## config.mk

```make
export PLATFORM = sky130hd
export DESIGN_NAME = scope_trigger_capture_unit
export DESIGN_NICKNAME = d
export VERILOG_FILES = /design/src/stc_pkg.sv /design/src/scope_trigger_capture_unit.sv /design/src/stc_ctrl.sv /design/src/stc_dp.sv
export SDC_FILE = /design/constraint.sdc
export NUM_CORES = 1
export LEC_CHECK = 0
export BUFFER_PORTS_ARGS = -buffer_cell sky130_fd_sc_hd__clkbuf_2
export CORE_ASPECT_RATIO = 1.25
export CORE_MARGIN = 2
export CORE_UTILIZATION = 41
export DETAILED_ROUTE_END_ITERATION = 12
export PLACE_DENSITY_LB_ADDON = 0.3
export SLEW_MARGIN = 20
export SYNTH_ARGS = -nofsm -noshare
export SYNTH_HDL_FRONTEND = slang
export SYNTH_SLANG_ARGS = --single-unit
```

## constraint.sdc

```tcl
create_clock -name clk -period 4.8 [get_ports clk]
set_input_delay 0.24 -clock clk [delete_from_list [all_inputs] [get_ports clk]]
set_output_delay 0.24 -clock clk [all_outputs]
set_load 0.01 [all_outputs]
```

## src/stc_pkg.sv

```systemverilog
package stc_pkg;

  // Field widths fixed by the stream format
  localparam int SAMPLE_W   = 16;
  localparam int LIMIT_W    = 15;
  localparam int SLOT_W     = 6;
  localparam int FILL_W     = 7;
  localparam int CNT_W      = 5;
  localparam int CFG_IDX_W  = 2;
  localparam int CFG_DATA_W = 16;
  localparam int IN_DATA_W  = 16;
  localparam int OUT_DATA_W = 32;
  localparam int OUT_PAD_W  = OUT_DATA_W - FILL_W - SLOT_W - SAMPLE_W;

  // Register reset values
  localparam logic signed [SAMPLE_W-1:0] RST_LEVEL      = 16'sd1000;
  localparam logic [SAMPLE_W-1:0]        RST_DECIMATION = 16'd1000;
  localparam logic [LIMIT_W-1:0]         RST_LIMIT      = 15'd1000;

  // Configuration register indexes
  localparam logic [CFG_IDX_W-1:0] REG_TRIGGER_LEVEL = 2'd0;
  localparam logic [CFG_IDX_W-1:0] REG_DECIMATION    = 2'd1;
  localparam logic [CFG_IDX_W-1:0] REG_CLAMP_LIMIT   = 2'd2;

  // Input kinds carried in tuser
  localparam logic OP_FAST = 1'b0;
  localparam logic OP_SLOW = 1'b1;

  typedef enum logic [1:0] {
    ST_IDLE,
    ST_BURST,
    ST_DRAIN
  } stc_state_t;

  // Controller to datapath
  typedef struct packed {
    logic fast_go;   // fast tick accepted
    logic slow_go;   // slow tick accepted
    logic rd_en;     // issue a store read
    logic ld_out;    // move read stage into output register
    logic finish;    // burst fully handed to output register
  } stc_cmd_t;

  // Datapath to controller
  typedef struct packed {
    logic burst_hit; // a slow tick now would start a redraw burst
  } stc_sts_t;

endpackage

```

## src/scope_trigger_capture_unit.sv

```systemverilog
// Oscilloscope trigger and capture unit.
// Input stream: in_tuser[0] is the tick kind (0 fast tick with sample, 1 slow
// tick), in_tdata[15:0] the signed sample. Fast ticks are decimated, arm on a
// negative sample, trigger when a sample exceeds the trigger level and fill a
// CAPTURE_DEPTH-entry store. Slow ticks run the redraw and forced-retrigger
// countdowns.
// Output stream: one transaction per store slot during a redraw burst, tlast
// on the final slot.
// Config port: cfg_we writes register cfg_index (0 trigger level, 1
// decimation, 2 clamp limit); other indexes are ignored.
// Throughput: one input transaction per cycle outside a redraw burst. A slow
// tick that starts a redraw holds in_tready low while the store is read out
// one slot per cycle (while out_tready allows); out_tvalid rises when slot 0
// reaches the output register. The single read port sets the burst length.
// A stalled receiver stalls the burst; the last result sits in the output
// register while new input transactions are already taken.
// Reset: registers return to 1000, capture waits for a negative sample, the
// store reads as zero through per-entry valid bits (no clearing pass).
module scope_trigger_capture_unit #(
  parameter int CAPTURE_DEPTH    = 64,
  parameter int REDRAW_PERIOD    = 10,
  parameter int RETRIGGER_PERIOD = 10
) (
  input  logic                              clk,
  input  logic                              rst_n,
  input  logic                              in_tvalid,
  output logic                              in_tready,
  input  logic [stc_pkg::IN_DATA_W-1:0]     in_tdata,   // [15:0] sample_in
  input  logic [0:0]                        in_tuser,   // [0] opcode
  output logic                              out_tvalid,
  input  logic                              out_tready,
  // [15:0] clamped_value, [21:16] slot_index, [28:22] filled_count
  output logic [stc_pkg::OUT_DATA_W-1:0]    out_tdata,
  output logic                              out_tlast,  // last_of_burst
  input  logic                              cfg_we,
  input  logic [stc_pkg::CFG_IDX_W-1:0]     cfg_index,
  input  logic [stc_pkg::CFG_DATA_W-1:0]    cfg_wdata
);
  import stc_pkg::*;

  localparam int AW = (CAPTURE_DEPTH > 1) ? $clog2(CAPTURE_DEPTH) : 1;

  stc_cmd_t                   cmd;
  stc_sts_t                   sts;
  logic [AW-1:0]              rd_addr;
  logic signed [SAMPLE_W-1:0] clamped_value;
  logic [SLOT_W-1:0]          slot_index;
  logic [FILL_W-1:0]          filled_count;

  stc_ctrl #(
    .CAPTURE_DEPTH(CAPTURE_DEPTH),
    .AW(AW)
  ) u_ctrl (
    .clk       (clk),
    .rst_n     (rst_n),
    .in_tvalid (in_tvalid),
    .in_tready (in_tready),
    .opcode    (in_tuser[0]),
    .out_tvalid(out_tvalid),
    .out_tready(out_tready),
    .sts       (sts),
    .cmd       (cmd),
    .rd_addr   (rd_addr)
  );

  stc_dp #(
    .CAPTURE_DEPTH   (CAPTURE_DEPTH),
    .REDRAW_PERIOD   (REDRAW_PERIOD),
    .RETRIGGER_PERIOD(RETRIGGER_PERIOD),
    .AW              (AW)
  ) u_dp (
    .clk          (clk),
    .rst_n        (rst_n),
    .cfg_we       (cfg_we),
    .cfg_index    (cfg_index),
    .cfg_wdata    (cfg_wdata),
    .sample       (in_tdata[SAMPLE_W-1:0]),
    .cmd          (cmd),
    .rd_addr      (rd_addr),
    .sts          (sts),
    .clamped_value(clamped_value),
    .slot_index   (slot_index),
    .filled_count (filled_count),
    .last_of_burst(out_tlast)
  );

  assign out_tdata = {{OUT_PAD_W{1'b0}}, filled_count, slot_index, clamped_value};

  // A slow tick that starts a redraw blocks the input on the next cycle
  a_burst_blocks_input: assert property (@(posedge clk) disable iff (!rst_n)
    (in_tvalid && in_tready && in_tuser[0] == OP_SLOW && sts.burst_hit) |=> !in_tready)
    else $error("input not held off after redraw start");

  // The final value of a burst carries the last slot
  a_last_slot: assert property (@(posedge clk) disable iff (!rst_n)
    (out_tvalid && out_tlast) |-> (slot_index == SLOT_W'(CAPTURE_DEPTH - 1)))
    else $error("tlast on wrong slot");

  // A burst only happens with a nonempty capture
  a_fill_range: assert property (@(posedge clk) disable iff (!rst_n)
    out_tvalid |-> (filled_count != '0 && filled_count <= FILL_W'(CAPTURE_DEPTH)))
    else $error("filled count out of range");

endmodule

```

## src/stc_ctrl.sv

```systemverilog
module stc_ctrl #(
  parameter int CAPTURE_DEPTH = 64,
  parameter int AW = 6
) (
  input  logic             clk,
  input  logic             rst_n,
  input  logic             in_tvalid,
  output logic             in_tready,
  input  logic             opcode,
  output logic             out_tvalid,
  input  logic             out_tready,
  input  stc_pkg::stc_sts_t sts,
  output stc_pkg::stc_cmd_t cmd,
  output logic [AW-1:0]    rd_addr
);
  import stc_pkg::*;

  stc_state_t    state_r, state_nxt;
  logic [AW-1:0] rd_idx_r, rd_idx_nxt;
  logic          rd_vld_r, rd_vld_nxt;
  logic          out_vld_r, out_vld_nxt;
  logic          move;
  logic          issue;
  logic          accept;

  // State and pipeline flags
  always_ff @(posedge clk) begin
    if (!rst_n) begin
      state_r   <= ST_IDLE;
      rd_idx_r  <= '0;
      rd_vld_r  <= 1'b0;
      out_vld_r <= 1'b0;
    end else begin
      state_r   <= state_nxt;
      rd_idx_r  <= rd_idx_nxt;
      rd_vld_r  <= rd_vld_nxt;
      out_vld_r <= out_vld_nxt;
    end
  end

  // Next state and commands
  always_comb begin
    state_nxt  = state_r;
    rd_idx_nxt = rd_idx_r;
    in_tready  = 1'b0;
    issue      = 1'b0;
    accept     = 1'b0;
    cmd        = '0;
    move       = rd_vld_r && (!out_vld_r || out_tready);

    case (state_r)
      ST_IDLE: begin
        in_tready = 1'b1;
        accept    = in_tvalid;
        if (accept && opcode == OP_SLOW) begin
          cmd.slow_go = 1'b1;
          if (sts.burst_hit) begin
            state_nxt  = ST_BURST;
            rd_idx_nxt = '0;
          end
        end else if (accept) begin
          cmd.fast_go = 1'b1;
        end
      end
      ST_BURST: begin
        issue = !rd_vld_r || move;
        if (issue) begin
          if (rd_idx_r == AW'(CAPTURE_DEPTH - 1)) begin
            state_nxt = ST_DRAIN;
          end else begin
            rd_idx_nxt = rd_idx_r + 1'b1;
          end
        end
      end
      ST_DRAIN: begin
        if (!rd_vld_r) begin
          cmd.finish = 1'b1;
          state_nxt  = ST_IDLE;
        end
      end
      default: begin
        state_nxt = ST_IDLE;
      end
    endcase

    cmd.rd_en  = issue;
    cmd.ld_out = move;

    rd_vld_nxt = issue ? 1'b1 : (move ? 1'b0 : rd_vld_r);
    if (move) begin
      out_vld_nxt = 1'b1;
    end else if (out_tready) begin
      out_vld_nxt = 1'b0;
    end else begin
      out_vld_nxt = out_vld_r;
    end
  end

  assign rd_addr    = rd_idx_r;
  assign out_tvalid = out_vld_r;

endmodule

```

## src/stc_dp.sv

```systemverilog
module stc_dp #(
  parameter int CAPTURE_DEPTH    = 64,
  parameter int REDRAW_PERIOD    = 10,
  parameter int RETRIGGER_PERIOD = 10,
  parameter int AW = 6
) (
  input  logic                                 clk,
  input  logic                                 rst_n,
  input  logic                                 cfg_we,
  input  logic [stc_pkg::CFG_IDX_W-1:0]        cfg_index,
  input  logic [stc_pkg::CFG_DATA_W-1:0]       cfg_wdata,
  input  logic signed [stc_pkg::SAMPLE_W-1:0]  sample,
  input  stc_pkg::stc_cmd_t                    cmd,
  input  logic [AW-1:0]                        rd_addr,
  output stc_pkg::stc_sts_t                    sts,
  output logic signed [stc_pkg::SAMPLE_W-1:0]  clamped_value,
  output logic [stc_pkg::SLOT_W-1:0]           slot_index,
  output logic [stc_pkg::FILL_W-1:0]           filled_count,
  output logic                                 last_of_burst
);
  import stc_pkg::*;

  localparam int PW = $clog2(CAPTURE_DEPTH + 1);

  // Configuration registers
  logic signed [SAMPLE_W-1:0] level_r;
  logic [SAMPLE_W-1:0]        decim_r;
  logic [LIMIT_W-1:0]         limit_r;

  // Capture state: wait_r means waiting for a negative sample
  logic                wait_r, wait_nxt;
  logic [PW-1:0]       pos_r, pos_nxt;
  logic [SAMPLE_W-1:0] dec_r, dec_nxt;
  logic [CNT_W-1:0]    red_r, red_nxt;
  logic [CNT_W-1:0]    ret_r, ret_nxt;
  logic                pend_r, pend_nxt;
  logic [FILL_W-1:0]   filled_r, filled_nxt;

  // Sample store with per-entry valid bits (invalid reads as zero)
  logic signed [SAMPLE_W-1:0] mem [CAPTURE_DEPTH];
  logic [CAPTURE_DEPTH-1:0]   vld_r;
  logic                       we;
  logic [AW-1:0]              wa;
  logic signed [SAMPLE_W-1:0] wd;

  // Read stage and output register
  logic signed [SAMPLE_W-1:0] rdata_r;
  logic                       rbit_r;
  logic [AW-1:0]              rslot_r;
  logic                       rlast_r;
  logic signed [SAMPLE_W-1:0] out_val_r;
  logic [AW-1:0]              out_slot_r;
  logic                       out_last_r;
  logic [FILL_W-1:0]          out_fill_r;
  logic signed [SAMPLE_W-1:0] clamp_val;

  logic full;
  logic positive;

  assign full          = !wait_r && (pos_r == PW'(CAPTURE_DEPTH));
  assign positive      = !wait_r && (pos_r != '0);
  assign sts.burst_hit = positive && (red_r == '0);

  // Configuration writes
  always_ff @(posedge clk) begin
    if (!rst_n) begin
      level_r <= RST_LEVEL;
      decim_r <= RST_DECIMATION;
      limit_r <= RST_LIMIT;
    end else if (cfg_we) begin
      case (cfg_index)
        REG_TRIGGER_LEVEL: level_r <= cfg_wdata;
        REG_DECIMATION:    decim_r <= cfg_wdata;
        REG_CLAMP_LIMIT:   limit_r <= cfg_wdata[LIMIT_W-1:0];
        default: ;
      endcase
    end
  end

  // Capture state registers
  always_ff @(posedge clk) begin
    if (!rst_n) begin
      wait_r <= 1'b1;
      pos_r  <= '0;
      dec_r  <= RST_DECIMATION;
      red_r  <= CNT_W'(REDRAW_PERIOD);
      ret_r  <= CNT_W'(RETRIGGER_PERIOD);
      pend_r <= 1'b0;
    end else begin
      wait_r <= wait_nxt;
      pos_r  <= pos_nxt;
      dec_r  <= dec_nxt;
      red_r  <= red_nxt;
      ret_r  <= ret_nxt;
      pend_r <= pend_nxt;
    end
  end

  always_ff @(posedge clk) begin
    filled_r <= filled_nxt;
  end

  // Tick processing and store write port
  always_comb begin
    logic          wait_t;
    logic [PW-1:0] pos_t;
    wait_nxt   = wait_r;
    pos_nxt    = pos_r;
    dec_nxt    = dec_r;
    red_nxt    = red_r;
    ret_nxt    = ret_r;
    pend_nxt   = pend_r;
    filled_nxt = filled_r;
    we         = 1'b0;
    wa         = '0;
    wd         = '0;
    wait_t     = wait_r;
    pos_t      = pos_r;

    // fast tick: decimate, arm, trigger, store
    if (cmd.fast_go && !full) begin
      if (dec_r != '0) begin
        dec_nxt = dec_r - 1'b1;
      end else begin
        dec_nxt = decim_r;
        if (wait_r) begin
          if (sample < 0) begin
            wait_nxt = 1'b0;
            pos_nxt  = '0;
          end
        end else if (pos_r == '0) begin
          if (sample > level_r) begin
            we      = 1'b1;
            wd      = sample;
            pos_nxt = PW'(1);
          end
        end else begin
          we      = 1'b1;
          wa      = pos_r[AW-1:0];
          wd      = sample;
          pos_nxt = pos_r + 1'b1;
        end
      end
    end

    // slow tick: redraw countdown, then forced retrigger
    if (cmd.slow_go) begin
      if (positive) begin
        if (red_r == '0) begin
          red_nxt    = CNT_W'(REDRAW_PERIOD);
          filled_nxt = FILL_W'(pos_r);
          if (full) begin
            wait_t = 1'b1;
            pos_t  = '0;
          end
        end else begin
          red_nxt = red_r - 1'b1;
        end
      end
      if (wait_t || pos_t == '0) begin
        if (ret_r == '0) begin
          wait_t  = 1'b0;
          pos_t   = PW'(1);
          ret_nxt = CNT_W'(RETRIGGER_PERIOD);
          // slot 0 clear waits until the burst has read the store
          if (sts.burst_hit) begin
            pend_nxt = 1'b1;
          end else begin
            we = 1'b1;
          end
        end else begin
          ret_nxt = ret_r - 1'b1;
        end
      end else begin
        ret_nxt = CNT_W'(RETRIGGER_PERIOD);
      end
      wait_nxt = wait_t;
      pos_nxt  = pos_t;
    end

    if (cmd.finish && pend_r) begin
      we       = 1'b1;
      pend_nxt = 1'b0;
    end
  end

  // Store array
  always_ff @(posedge clk) begin
    if (we) begin
      mem[wa] <= wd;
    end
  end

  always_ff @(posedge clk) begin
    if (!rst_n) begin
      vld_r <= '0;
    end else if (we) begin
      vld_r[wa] <= 1'b1;
    end
  end

  // Registered store read
  always_ff @(posedge clk) begin
    if (cmd.rd_en) begin
      rdata_r <= mem[rd_addr];
      rbit_r  <= vld_r[rd_addr];
      rslot_r <= rd_addr;
      rlast_r <= (rd_addr == AW'(CAPTURE_DEPTH - 1));
    end
  end

  // Clamp to +/- limit
  always_comb begin
    logic signed [SAMPLE_W:0] v;
    logic signed [SAMPLE_W:0] hi;
    logic signed [SAMPLE_W:0] lo;
    v  = rbit_r ? {rdata_r[SAMPLE_W-1], rdata_r} : '0;
    hi = {2'b00, limit_r};
    lo = -hi;
    if (v > hi) begin
      clamp_val = hi[SAMPLE_W-1:0];
    end else if (v < lo) begin
      clamp_val = lo[SAMPLE_W-1:0];
    end else begin
      clamp_val = v[SAMPLE_W-1:0];
    end
  end

  // Output register; fill count travels with the value so a new burst
  // cannot change a result that is still waiting
  always_ff @(posedge clk) begin
    if (cmd.ld_out) begin
      out_val_r  <= clamp_val;
      out_slot_r <= rslot_r;
      out_last_r <= rlast_r;
      out_fill_r <= filled_r;
    end
  end

  assign clamped_value = out_val_r;
  assign slot_index    = SLOT_W'(out_slot_r);
  assign filled_count  = out_fill_r;
  assign last_of_burst = out_last_r;

endmodule

```

Yosys cells after proc, flatten, opt, wreduce, memory -nomap -nowiden. Memory sizes are Yosys's and may differ from the RTL's. A register that Yosys moved wholly into a read port is not among the register bits. Cells that the tools add are included. Widths: inputs -> output; s select.

Register bits: 201. Bits in latches: 0. Memory bits (writable): 1024. Bits in read-only memories: 0. Input bits: 40. Output and inout port bits: 35. Memories kept: 1.

Memory list: u_dp.mem (depth 64, width 16, rd ports 1, clocked after Yosys merged registers in 1, write ports 1, line stc_dp.sv:40) `logic signed [SAMPLE_W-1:0] mem [CAPTURE_DEPTH];`.

Add/subtract/negate cells: 6. $mul: 0. Divide/modulo/power cells: 0. $lt $le $gt $ge: 7. Equal/unequal tests: 15. Shift operators: 0. Multiplexer cells: 79. Bitwise operators: 2. Reductions and logical operators: 38.

Operator list (count): $mux 16 (7); $mux 7 (13); $or 64x64->64 (1); $mux 6 (8); $mux 1 (36); $gt 17x16->1 (1); $lt 17x17->1 (1); $mux 17 (1); $neg 15->17 (1); $gt 16x16->1 (1); $lt 16x1->1 const B (1); $reduce_bool 16->1 (1); $sub 16x1->16 const B (1); $mux 15 (1); $mux 5 (3); $logic_not 7->1 (2); $lt 6x7->1 const B (2); $mux 2 (6); $pmux 6 s2 (1); $logic_not 5->1 (2); $reduce_and 2->1 (5); $reduce_and 5->1 (2); $sub 5x1->5 const B (2); $logic_and 1x1->1 (8); other kinds (23) (40).

Depth between registers and ports, before layout.
Depth after elaboration: 13. Gate-level depth with buffers: 15. Mapped depth without buffers: 14.

Hierarchy. From an unflattened synthesis, not the netlist that was laid out.

Cell total of the unflattened synthesis: 2592. Area total of the unflattened synthesis: 49428.7 sq um.

Modules (own cells, without submodules): stc_dp (times used 1, cells an instance 2522, area each 48848.1 sq um); stc_ctrl (times used 1, cells an instance 66, area each 554.3 sq um); scope_trigger_capture_unit (times used 1, cells an instance 4, area each 26.3 sq um).

Worst setup path after synthesis. OpenSTA, ideal clock, no wires.

Path kind: register to register. From: register u_dp.limit_r[0]. To: register u_dp.out_val_r[12], in the netlist u_dp.clamped_value[12] (data pin). Library setup time: 153 ps. Data arrival time: 4128 ps. Setup slack: 519 ps. Stages on the path, launching flop included: 16. Cells stage by stage: dfxtp_1 or3_4 or3_4 or3_1 buf_2 or4_4 nor2_1 xnor2_1 ha_1 nor2b_1 o21ai_0 nand3_1 a21oi_1 clkbuf_1 mux2_2 o21ai_0.

Cells in the longest elaborated chain, start to end: 4. Elaborated cells on any way between the ends: 5. Classes of those cells: 1 x add/sub; 2 x order compare; 2 x mux.

RTL lines: from (decl) (line stc_dp.sv:28) `logic [LIMIT_W-1:0] limit_r;`; from (signal assigned) (line stc_dp.sv:74) `REG_CLAMP_LIMIT: limit_r <= cfg_wdata[LIMIT_W-1:0];`; $neg 15->17 (line stc_dp.sv:219) `lo = -hi;`; $lt 17x17->1 (line stc_dp.sv:222) `end else if (v < lo) begin`; $mux 16 (line stc_dp.sv:222); $mux 15 (*) (line stc_dp.sv:220) `if (v > hi) begin`; via u_dp.clamp_val[12] (line stc_dp.sv:55) `logic signed [SAMPLE_W-1:0] clamp_val;`; to (signal assigned) (line stc_dp.sv:233) `out_val_r <= clamp_val;`; to (decl) (line stc_dp.sv:51) `logic signed [SAMPLE_W-1:0] out_val_r;`.

The timed path passes the listed nets; every way through them passes the cells marked *. A chain may end at the register's enable or synchronous reset.

Worst setup path after layout.
From: register u_dp.limit_r[0]. To: register u_dp.out_val_r[5], in the netlist u_dp.clamped_value[5] (data pin).

Same word-level chain as after synthesis.

==> run summary <==
run status: finished clean
Sw Pwr: 4.10 mW
Post-DRT Antenna Nets: 0
Die Area: 0.123 mm²
Initial Util: 41.2%
Worst-Margin Slew: 1.11 ns
Setup Viol. Count Final: 0
cell row count: 142
setup slack after layout: 0.403 ns
register-to-register setup slack: 0.40 ns
# clock sinks: 1,241
Vias per Instance: 5.67
worst r2r src: u_dp.limit_r[0]
Max-Cap Viols: 0
Setup CP Type: reg -> reg
average size of a mapped cell: 19.2 µm²
clock skew: 0.0206 ns
CP endpoint: u_dp.clamped_value[5]
clock tree buffer depth: 3
clock power share: 44.4%
Post-synth EDFFs: 1,085
synth top area cells: edfxtp_1 (66%), mux4_2 (16%), dfxtp_1 (6.3%)
Core Area: 0.120 mm²
antenna violations before repair: 3
Synth area leader: edfxtp_1
Worst EP arrival: 4.85 ns
Syn Inst Count: 2,566
crit path from: u_dp.limit_r[0]
H-Tree Depth: 3
GRT Residual Overflow: 0
RSZ-0062 raised after global routing: false
Synth top area share: 66.1%
Num CTS Buffers: 114
max-slew violation count: 0
Sequential Power Share: 54.5%
worst-skew pair later-pin latency: 0.71 ns
vias in the first global route: 25,900
# port buffers: 71
DRC: 0
non-filler cells, final: 4,479
worst hold-check path type: in -> reg
Inst Count DP: 4,237
layout cells sized above 1: 27.6%
worst slack at placement: 0.415 ns
Switching Share: 19.2%
final net count: 2,889
GRT Total Usage: 20.0%
CP required: 5.25 ns
Vias: 25,400
most frequent cells in the layout: edfxtp_1 (1,085), mux4_2 (357), nand2_1 (169)
setup tns final: 0 ns
most common cell after layout, fill and taps aside: edfxtp_1
dpl hpwl: 76,600 µm
top_reg_cell synth: edfxtp_1
Synth Register Bits: 1,241
PD cells: 374 mW/mm²
crit path max fanout: 25
WL final: 122,000 µm
CP startpoint kind: flop
CTS root buf: clkbuf_16
VDD IR-drop max: 0.000322 V
drt initial violations: 2,383
Post-Synthesis Cell Area: 0.0493 mm²
I/O Pins: 75
router iterations before antenna repair: 7
P_leak: 15.1 nW
Final Hold Violating Endpoints: 0
first-pass GRT wire length: 179,000 µm
sequential fraction of the synthesis area: 72.5%
CTS tree: done
area delta synth->final: 15.4%
Async S/R FF share, synth: 0%
Reg clk slew, reported paths: 0.06 ns
period utilization: 91.6%
Int Power: 17.2 mW
synth unique cells: 68
slew margin rel.: 25.9%
worst r2r path cells: 14
Die W: 314 µm
largest net degree at the start of global routing: 102
Max Fclk: 0.227 GHz
yosys warns: 0
RePlAce Congestion: 0.878
Layout fillers: 9,745
post-CTS setup buffers: 0
Comb power frac: 1.1%
Final min period: 4.40 ns
WL/cell: 27.3 µm
Reg2Reg Capture Point: u_dp.clamped_value[5]
crit path capture type: flop
Die Y: 392 µm
Resized cells post-CTS: 0
[flip-flops by register name, summed over array words and instances (netlist names), 5 cells and up]
name	count
u_dp.mem	1024
u_dp.rslot_r	6
u_ctrl.rd_addr	6
u_dp.rdata_r	16
u_dp.red_r	5
u_dp.limit_r	15
u_dp.clamped_value	16
u_dp.pos_r	7
u_dp.decim_r	16
u_dp.ret_r	5
u_dp.level_r	16
u_dp.filled_r	7
u_dp.dec_r	16
u_dp.slot_index	6
u_dp.filled_count	7
u_dp.vld_r	64
[worst max-delay path: stages, from the launching register on]
cell,delay (ns)
dfxtp_1,0.35
or3_4,0.42
or3_4,0.37
or3_1,0.41
or4_4,0.49
nor2_1,0.15
xnor2_1,0.16
ha_1,0.28
nor2b_1,0.13
o21ai_0,0.17
nand3_1,0.16
a21oi_2,0.14
buf_4,0.32
mux2_2,0.39
o22a_1,0.19
[through the flow]
stage	total power, mW	util, %	instance area (µm²)	hold WS [ns]
floorplan	12.0	-	49300	0.364
global placement	12.0	44.0	52700	0.409
detailed placement	12.0	44.0	52700	0.413
CTS	21.5	47.5	56800	0.00601
global route	21.9	47.5	56800	0.0653
finish	21.3	47.5	56900	0.0762
[area by class of cell]
class | count | area [µm²] | area share [%]
diodes | 1 | 2.50 | 0.00440
clock buffers | 149 | 3140 | 5.52
clock inverters | 66 | 788 | 1.39
inverters | 55 | 206 | 0.363
multi-input cells | 1144 | 13000 | 22.8
flip-flops and latches | 1241 | 35700 | 62.8
well taps | 1584 | 1980 | 3.49
repair buffers | 239 | 2060 | 3.62
[power by group through the flow]
stage                     Clock (mW)  Sequential, mW  Combinational, mW
after global routing            10.0            11.6              0.259
final                           9.45            11.6              0.233
after global placement             0            11.8              0.208
after floorplan                    0            11.8              0.144
after CTS                       9.63            11.6              0.231
after detailed placement           0            11.8              0.215
[Yosys cell counts, types with 13 or more instances]
| cell | number |
|---|---|
| a21boi_0 | 32 |
| a21oi_1 | 35 |
| and2_1 | 31 |
| buf_1 | 29 |
| clkbuf_1 | 95 |
| dfxtp_1 | 156 |
| edfxtp_1 | 1085 |
| ha_1 | 54 |
| inv_1 | 55 |
| mux4_2 | 357 |
| nand2_1 | 169 |
| nand3_1 | 25 |
| nand4_1 | 13 |
| nor2_1 | 112 |
| nor2b_1 | 15 |
| nor3_1 | 23 |
| o211ai_1 | 16 |
| o21a_1 | 70 |
| o21ai_0 | 38 |
| xnor2_1 | 15 |
[timing repair]
item | 4_1_cts | 5_1_grt
endpoints found under the hold margin | 49 | 0
endpoints found under the setup margin | 0 | 0
hold buffers | 26 | 0
[kinds of logic (layout without fill, tap and decap cells)]
family / Yosys count / in the layout / synth area share, %
adders and majority gates: 54 / 54 / 1.37
buffers and inverters: 183 / 509 / 1.42
AOI/OAI and AO/OA: 248 / 248 / 3.45
muxes: 371 / 371 / 16.6
DFF: 1241 / 1241 / 72.5
and+or+nand+nor: 447 / 447 / 4.29
xor gates and xnor gates: 21 / 21 / 0.373
other: 1 / 4 / 0.00761
[worst min-delay path by stage]
stage	endpoint	slack, ns	from	cells past startpoint
floorplan	u_dp.decim_r[6]	0.36	cfg_wdata[6]	2
global placement	u_dp.slot_index[0]	0.41	u_dp.rslot_r[0]	0
detailed placement	u_dp.slot_index[3]	0.41	u_dp.rslot_r[3]	0
CTS	u_dp.wait_r	0.006	in_tdata[15]	4
global route	u_dp.wait_r	0.07	in_tdata[15]	4
finish	u_dp.wait_r	0.08	in_tdata[15]	4
[routing by layer]
metal / vias up / global-route usage, % / part of all wire (%)
li1: 10900 / - / -
met1: 13500 / 25.4 / 39
met2: 850 / 34.8 / 52
met3: 197 / 2.56 / 5.1
met4: 2 / 7.69 / 3.5
met5: - / 0 / 0.0098
(Power assumes the default switching activity.)
